<file path="config.mk">
export PLATFORM = sky130hd
export DESIGN_NAME = nested_rectangle_filter
export DESIGN_NICKNAME = d
export VERILOG_FILES = /design/src/hw/rtl/nrf_pkg.sv /design/src/hw/rtl/nrf_contain.sv /design/src/hw/rtl/nested_rectangle_filter.sv
export SDC_FILE = /design/constraint.sdc
export NUM_CORES = 2
export LEC_CHECK = 0
export ABC_CLOCK_PERIOD_IN_PS = 7200
export BUFFER_PORTS_ARGS = -buffer_cell sky130_fd_sc_hd__buf_2
export CAP_MARGIN = 20
export CORE_MARGIN = 8
export CORE_UTILIZATION = 30
export CTS_CLUSTER_DIAMETER = 60
export CTS_CLUSTER_SIZE = 16
export DETAILED_ROUTE_END_ITERATION = 8
export MAX_ROUTING_LAYER = met4
export PLACE_DENSITY = 0.43
export SETUP_SLACK_MARGIN = 0.2
export SLEW_MARGIN = 20
export SYNTH_ARGS = -nofsm -noshare
export SYNTH_HDL_FRONTEND = slang
export SYNTH_SLANG_ARGS = --single-unit
</file>
<file path="constraint.sdc">
create_clock -name clk -period 7.2 [get_ports clk]
set_clock_uncertainty 0.2 [all_clocks]
set_input_delay 0.72 -clock clk [delete_from_list [all_inputs] [get_ports clk]]
set_output_delay 0.72 -clock clk [all_outputs]
set_load 0.005 [all_outputs]
</file>
<file path="src/hw/rtl/nrf_pkg.sv">
package nrf_pkg;

  localparam int COORD_W       = 12;
  localparam int MAX_RECTS_DEF = 32;

  typedef logic [COORD_W-1:0] coord_t;

  typedef struct packed {
    coord_t x;
    coord_t y;
    coord_t w;
    coord_t h;
  } rect_t;

endpackage

</file>
<file path="src/hw/rtl/nrf_contain.sv">
// Containment test: high when inner lies fully inside outer.
module nrf_contain (
  input  nrf_pkg::rect_t inner,
  input  nrf_pkg::rect_t outer,
  output logic           contained
);
  import nrf_pkg::*;

  logic [COORD_W:0] in_right;
  logic [COORD_W:0] in_bottom;
  logic [COORD_W:0] out_right;
  logic [COORD_W:0] out_bottom;

  // Right and bottom edges carry one extra bit so they never wrap.
  assign in_right   = {1'b0, inner.x} + {1'b0, inner.w};
  assign in_bottom  = {1'b0, inner.y} + {1'b0, inner.h};
  assign out_right  = {1'b0, outer.x} + {1'b0, outer.w};
  assign out_bottom = {1'b0, outer.y} + {1'b0, outer.h};

  assign contained = (outer.x <= inner.x) && (outer.y <= inner.y) &&
                     (in_right <= out_right) && (in_bottom <= out_bottom);

endmodule

</file>
<file path="src/hw/rtl/nested_rectangle_filter.sv">
// Flow: a set of n stored rectangles is taken at one word per cycle while collecting, then
//   filtered with one containment compare per cycle through a single shared compare unit.
// Output: entries up to the last kept one are scanned and each kept word is sent in turn.
// Input: no new rectangle is taken until the last output word of a set is loaded.
// Reset: synchronous, active high; clears the sequencer, the rectangle count and output valid.
//   The rectangle store is not cleared; entries of a set are written before their read data is used.
module nested_rectangle_filter #(
  parameter int MAX_RECTS = nrf_pkg::MAX_RECTS_DEF
) (
  input  logic                         clk,
  input  logic                         rst,
  input  logic                         rect_valid,
  output logic                         rect_ready,
  input  logic [nrf_pkg::COORD_W-1:0]  rect_x,
  input  logic [nrf_pkg::COORD_W-1:0]  rect_y,
  input  logic [nrf_pkg::COORD_W-1:0]  rect_width,
  input  logic [nrf_pkg::COORD_W-1:0]  rect_height,
  input  logic                         set_end,
  output logic                         kept_valid,
  input  logic                         kept_ready,
  output logic [nrf_pkg::COORD_W-1:0]  kept_x,
  output logic [nrf_pkg::COORD_W-1:0]  kept_y,
  output logic [nrf_pkg::COORD_W-1:0]  kept_width,
  output logic [nrf_pkg::COORD_W-1:0]  kept_height,
  output logic                         run_last,
  output logic                         none_kept,
  output logic                         overflow
);
  import nrf_pkg::*;

  localparam int IW = $clog2(MAX_RECTS);
  localparam int CW = $clog2(MAX_RECTS + 1);

  typedef enum logic [2:0] {
    S_COLLECT,
    S_FETCH,
    S_CUR,
    S_SCAN,
    S_EMIT,
    S_LOAD,
    S_NONE
  } state_t;

  state_t               state;
  rect_t                store [MAX_RECTS];
  rect_t                rd_data;
  rect_t                wr_data;
  rect_t                cur;
  logic [IW-1:0]        rd_addr;
  logic                 wr_en;
  logic [CW-1:0]        rect_count;
  logic                 overflow_seen;
  logic [IW-1:0]        i;
  logic [CW-1:0]        j;
  logic [IW-1:0]        pj;
  logic                 covered;
  logic                 covered_now;
  logic                 encl;
  logic [MAX_RECTS-1:0] keep;
  logic [IW-1:0]        last_kept;
  logic                 any_kept;
  logic [IW-1:0]        e;
  logic [CW-1:0]        i_inc;
  logic                 in_acc;
  logic                 out_free;

  assign rect_ready = (state == S_COLLECT);
  assign in_acc     = rect_valid && rect_ready;
  assign wr_en      = in_acc && (rect_count < CW'(MAX_RECTS));
  assign out_free   = !kept_valid || kept_ready;
  assign i_inc      = CW'(i) + CW'(1);

  // Zero extent counts as one pixel.
  always_comb begin
    wr_data.x = rect_x;
    wr_data.y = rect_y;
    wr_data.w = (rect_width == '0) ? COORD_W'(1) : rect_width;
    wr_data.h = (rect_height == '0) ? COORD_W'(1) : rect_height;
  end

  // Shared compare unit: the candidate being tested is the inner rectangle,
  // the word streaming out of the store is the outer one.
  nrf_contain u_contain (
    .inner     (cur),
    .outer     (rd_data),
    .contained (encl)
  );

  assign covered_now = covered || ((pj != i) && encl);

  // Read address of the single store port.
  always_comb begin
    case (state)
      S_CUR:   rd_addr = '0;
      S_SCAN:  rd_addr = (j != rect_count) ? j[IW-1:0] : i_inc[IW-1:0];
      S_EMIT:  rd_addr = e;
      default: rd_addr = '0;
    endcase
  end

  // Rectangle store: one write port, one registered read port.
  always_ff @(posedge clk) begin
    if (wr_en) begin
      store[rect_count[IW-1:0]] <= wr_data;
    end
    rd_data <= store[rd_addr];
  end

  always_ff @(posedge clk) begin
    if (rst) begin
      state         <= S_COLLECT;
      rect_count    <= '0;
      overflow_seen <= 1'b0;
      any_kept      <= 1'b0;
      kept_valid    <= 1'b0;
    end else begin
      // Drop the output word once taken; the load states handle their own valid.
      if (kept_valid && kept_ready && (state != S_NONE) && (state != S_LOAD)) begin
        kept_valid <= 1'b0;
      end
      case (state)
        S_COLLECT: begin
          if (in_acc) begin
            if (wr_en) begin
              rect_count <= rect_count + CW'(1);
            end else begin
              overflow_seen <= 1'b1;
            end
            // Close the set and start the pairwise sweep.
            if (set_end) begin
              i        <= '0;
              any_kept <= 1'b0;
              state    <= S_FETCH;
            end
          end
        end
        S_FETCH: begin
          state <= S_CUR;
        end
        S_CUR: begin
          // Latch the candidate and start streaming the set from entry zero.
          cur     <= rd_data;
          covered <= 1'b0;
          pj      <= '0;
          j       <= CW'(1);
          state   <= S_SCAN;
        end
        S_SCAN: begin
          if (j != rect_count) begin
            covered <= covered_now;
            pj      <= j[IW-1:0];
            j       <= j + CW'(1);
          end else begin
            // Last compare of this candidate: record its verdict.
            keep[i] <= !covered_now;
            if (!covered_now) begin
              last_kept <= i;
              any_kept  <= 1'b1;
            end
            if (i_inc == rect_count) begin
              e     <= '0;
              state <= (any_kept || !covered_now) ? S_EMIT : S_NONE;
            end else begin
              i     <= i_inc[IW-1:0];
              state <= S_CUR;
            end
          end
        end
        S_EMIT: begin
          // Skip dropped entries; for a kept one wait for a free output slot.
          if (keep[e]) begin
            if (out_free) begin
              state <= S_LOAD;
            end
          end else begin
            e <= e + IW'(1);
          end
        end
        S_LOAD: begin
          kept_valid  <= 1'b1;
          kept_x      <= rd_data.x;
          kept_y      <= rd_data.y;
          kept_width  <= rd_data.w;
          kept_height <= rd_data.h;
          none_kept   <= 1'b0;
          overflow    <= overflow_seen;
          run_last    <= (e == last_kept);
          if (e == last_kept) begin
            rect_count    <= '0;
            overflow_seen <= 1'b0;
            state         <= S_COLLECT;
          end else begin
            e     <= e + IW'(1);
            state <= S_EMIT;
          end
        end
        S_NONE: begin
          if (out_free) begin
            kept_valid    <= 1'b1;
            kept_x        <= '0;
            kept_y        <= '0;
            kept_width    <= '0;
            kept_height   <= '0;
            none_kept     <= 1'b1;
            run_last      <= 1'b1;
            overflow      <= overflow_seen;
            rect_count    <= '0;
            overflow_seen <= 1'b0;
            state         <= S_COLLECT;
          end
        end
        default: begin
          state <= S_COLLECT;
        end
      endcase
    end
  end

`ifndef ASSERT_OFF
  a_count_bound: assert property (@(posedge clk) disable iff (rst)
    rect_count <= CW'(MAX_RECTS))
    else $error("rectangle count beyond store depth");

  a_none_is_last: assert property (@(posedge clk) disable iff (rst)
    (kept_valid && none_kept) |-> run_last)
    else $error("empty-set word not marked last");

  a_close_blocks: assert property (@(posedge clk) disable iff (rst)
    (rect_valid && rect_ready && set_end) |=> !rect_ready)
    else $error("input still open after set closed");

  a_emit_bound: assert property (@(posedge clk) disable iff (rst)
    (state == S_LOAD) |-> (e <= last_kept))
    else $error("output scan ran past last kept entry");
`endif

endmodule

</file>
==> results.yml <==
outcome:
  status: "finished clean"
clock_tree:
  clock_latency_ns: 0.81
  cts_made_buffers: 159
  cts_resized: 0
  clockBufferDepth: 3
  cts_tree: "built"
  clkTransAtPathRegs_ns: 0.07
  htree_levels: 4
  cts_sinks: 1754
  cts_hold_buf: 0
  cts_setup_buffers: 0
  clockRootBuffer: "clkbuf_16"
timing:
  worst_slack_ns: 2.064
  fin_crit_sh: 0.7133
  fin_crit_ns: 5.136
  slew_headroom: 0.2253
  finalSetupViolations: 0
  rsz0062_at_grt: "no"
  drv_slew: 0
  tightest_slew_ns: 1.162
  hold_ws_ns: 0.1249
  fmax_ghz: 0.1947
  tns_ns: 0
  final_hold_viol_count: 0
route:
  wl_met2_um: 103400
  avgRoutedWirePerCell_um: 27.09
  viasPerCell: 5.081
  wl_um: 223500
  post-route-drc-count: 0
  wl_met3_um: 11880
  wl_met1_um: 103800
  dr.first_iter.drc_count: 4152
  ant_nets: 0
  dr.pass1.iters: 5
  via_count: 41920
  top_layer: "met4"
setup_path:
  crit_buf_inv: 2
  arrival_ns: 5.46
  path_delay_family: "compound AO/OA/AOI/OAI gates"
  path_cells: "ha_1 -> inv_1 -> o21bai_1 -> a21o_1 -> a21o_1 -> a311oi_1 -> o211ai_1 -> xnor2_1 -> ha_1 -> a21o_1 -> a21o_1 -> a21oi_1 -> o21ai_0 -> a21oi_1 -> o221a_2 -> a21oi_2 -> buf_4 -> nor2_1"
  cp_slowest_cell: "dfxtp_1"
  worst-path-max-fanout: 21
  criticalPathCategory: "reg -> reg"
  end_kind: "flop"
  start_kind: "flop"
  ff2ff_setup_slack_ns: 2.06
  critPathRequiredTime_ns: 7.52
  max_stage_delay_ns: 0.88
  worst_path_most_repeated_cell: "a21o_1"
grt:
  grt_max_degree: 108
  grt_pass1_vias: 40640
  grt_pass1_wl_um: 315500
  grt_overflow: 0
  antenna_found_initial: 17
  track_usage: 0.1791
placement:
  gp_congestion: 0.7849
  port_buffers: 105
  place_ws_ns: 2.101
  dp_hpwl_um: 125200
  placed_area_um2: 74950
layout:
  nets: 5225
  multi_input_area_um2: 16770
  regArea_um2: 52070
  final_area_um2: 80580
  drive_gt1_frac: 0.1126
  fillers: 22430
  areaGrowthSynthToFinish_pct: 15.29
synthesis:
  yosysWarnings: 0
  synth.avg_cell_area_um2: 14.11
  yosysTopAreaCellShare: 0.7278
  synth.largest_area_cell: "edfxtp_1"
  synth_area_leaders: "edfxtp_1 73%, nand2_1 6.4%, nand3_1 2.9%"
  ys_seq_area_frac: 0.7450
  ys_ff_latch: 1754
  netlist_area_um2: 69890
  synthDistinctLibCells: 57
  synth_nets: 5118
  synthFlopType: "edfxtp_1"
  synthCells: 4953
  ys_async_sr_fraction: 0
  synth_enable_flop_cells: 1694
power_and_ir_drop:
  power_uw: 26280
  peakVddDrop_v: 0.0001932
  p_per_area_nw_per_um2: 326.1
  p_leak_uw: 0.02661
floorplan:
  fp.dieArea_um2: 248700
  initial_core_util: 0.3011
  die_w_um: 498.7
  die_height_um: 498.7
  rows: 177
  io_pins: 106
  core_area_um2: 232100
hold_path:
  hold_class: "in -> reg"
flow_run:
  maxCapViolCount: 0
-- cells in the mapped netlist (3+ instances only) --
cell,number
a21oi_1,39
inv_1,67
clkbuf_1,193
dfxtp_1,60
nor2_1,132
xor2_1,40
o211ai_1,4
nand2_1,1192
a311oi_1,4
o41ai_1,4
nor3b_1,4
or3b_2,4
nor2b_1,6
nor4_1,58
buf_6,5
buf_4,10
edfxtp_1,1694
buf_1,13
o31a_1,3
a21o_1,29
mux2i_1,193
a32oi_1,192
nand4_1,11
o21bai_1,9
o21ai_0,27
xnor2_1,35
nand2b_1,5
and3_1,3
mux4_2,10
and2_1,54
ha_1,108
fa_1,4
a31oi_1,197
nand3b_1,7
o21a_1,4
a2111oi_0,3
nor3_1,22
buf_2,73
nand3_1,405
nor2_2,4
or3_1,4
-- layer usage --
| layer | GRT usage | vias up |
|---|---|---|
| met5 | - | - |
| met4 | 0.03728 | 0 |
| met3 | 0.02774 | 266 |
| met2 | 0.2789 | 1139 |
| met1 | 0.2498 | 21730 |
| li1 | - | 18790 |
-- path summary, 6_finish.rpt --
path / start / end / cells after the start
worst min-delay path: rst / state[0] / 2
worst max-delay path: rd_data[27] / covered / 18
worst min register to register: rd_data[1] / cur[1] / 0
worst max register to register: rd_data[27] / covered / 18
-- power breakdown --
part           switching (uW)  internal [uW]
Combinational            3110           1730
Clock                    4100           5090
Sequential                545          11700
-- sequential cells by signal, indices dropped and copies added, names as in the netlist, 3 cells and up --
name / cells
store: 1536
cur: 48
rd_data: 48
keep: 32
kept_height: 12
kept_width: 12
kept_x: 12
kept_y: 12
j: 6
rect_count: 6
e: 5
i: 5
last_kept: 5
pj: 5
state: 3
-- cell type report --
type	instances	area share
Timing Repair Buffer	240	0.02578
Multi-Input combinational cell	2838	0.2081
Inverter	67	0.003121
Clock buffer	196	0.05213
Sequential cell	1754	0.6462
Clock inverter	102	0.01710
Antenna cell	10	0.0003105
Tap cell	3043	0.04725
-- logic make-up (layout without fill, tap and decap cells) --
logic type | after synthesis | in the layout | synth area share
fa+ha+maj | 112 | 112 | 0.02048
compound gates | 530 | 530 | 0.05503
mux | 205 | 205 | 0.03122
simple gates | 1916 | 1916 | 0.1171
other cells | 0 | 10 | 0
flops | 1754 | 1754 | 0.7450
buf+inv | 361 | 605 | 0.02177
xor+xnor | 75 | 75 | 0.009398
-- through the flow --
step,instances,utilization
after floorplan,4953,-
after global placement,7938,0.3227
after detailed placement,7941,0.3229
after CTS,8239,0.3470
after global routing,8247,0.3472
final,8250,0.3472
-- cells in the final DEF (no fill, tap or decap), drive strengths merged, types with 39 or more instances in the layout --
cell,instances
nor4,59
a21oi,39
edfxtp,1694
xor2,40
dfxtp,60
nand2,1192
ha,108
nor2,136
nand3,405
buf,240
and2,54
inv,98
a32oi,192
mux2i,194
clkbuf,196
a31oi,197
No activity file was read; power rests on OpenSTA's default activity.
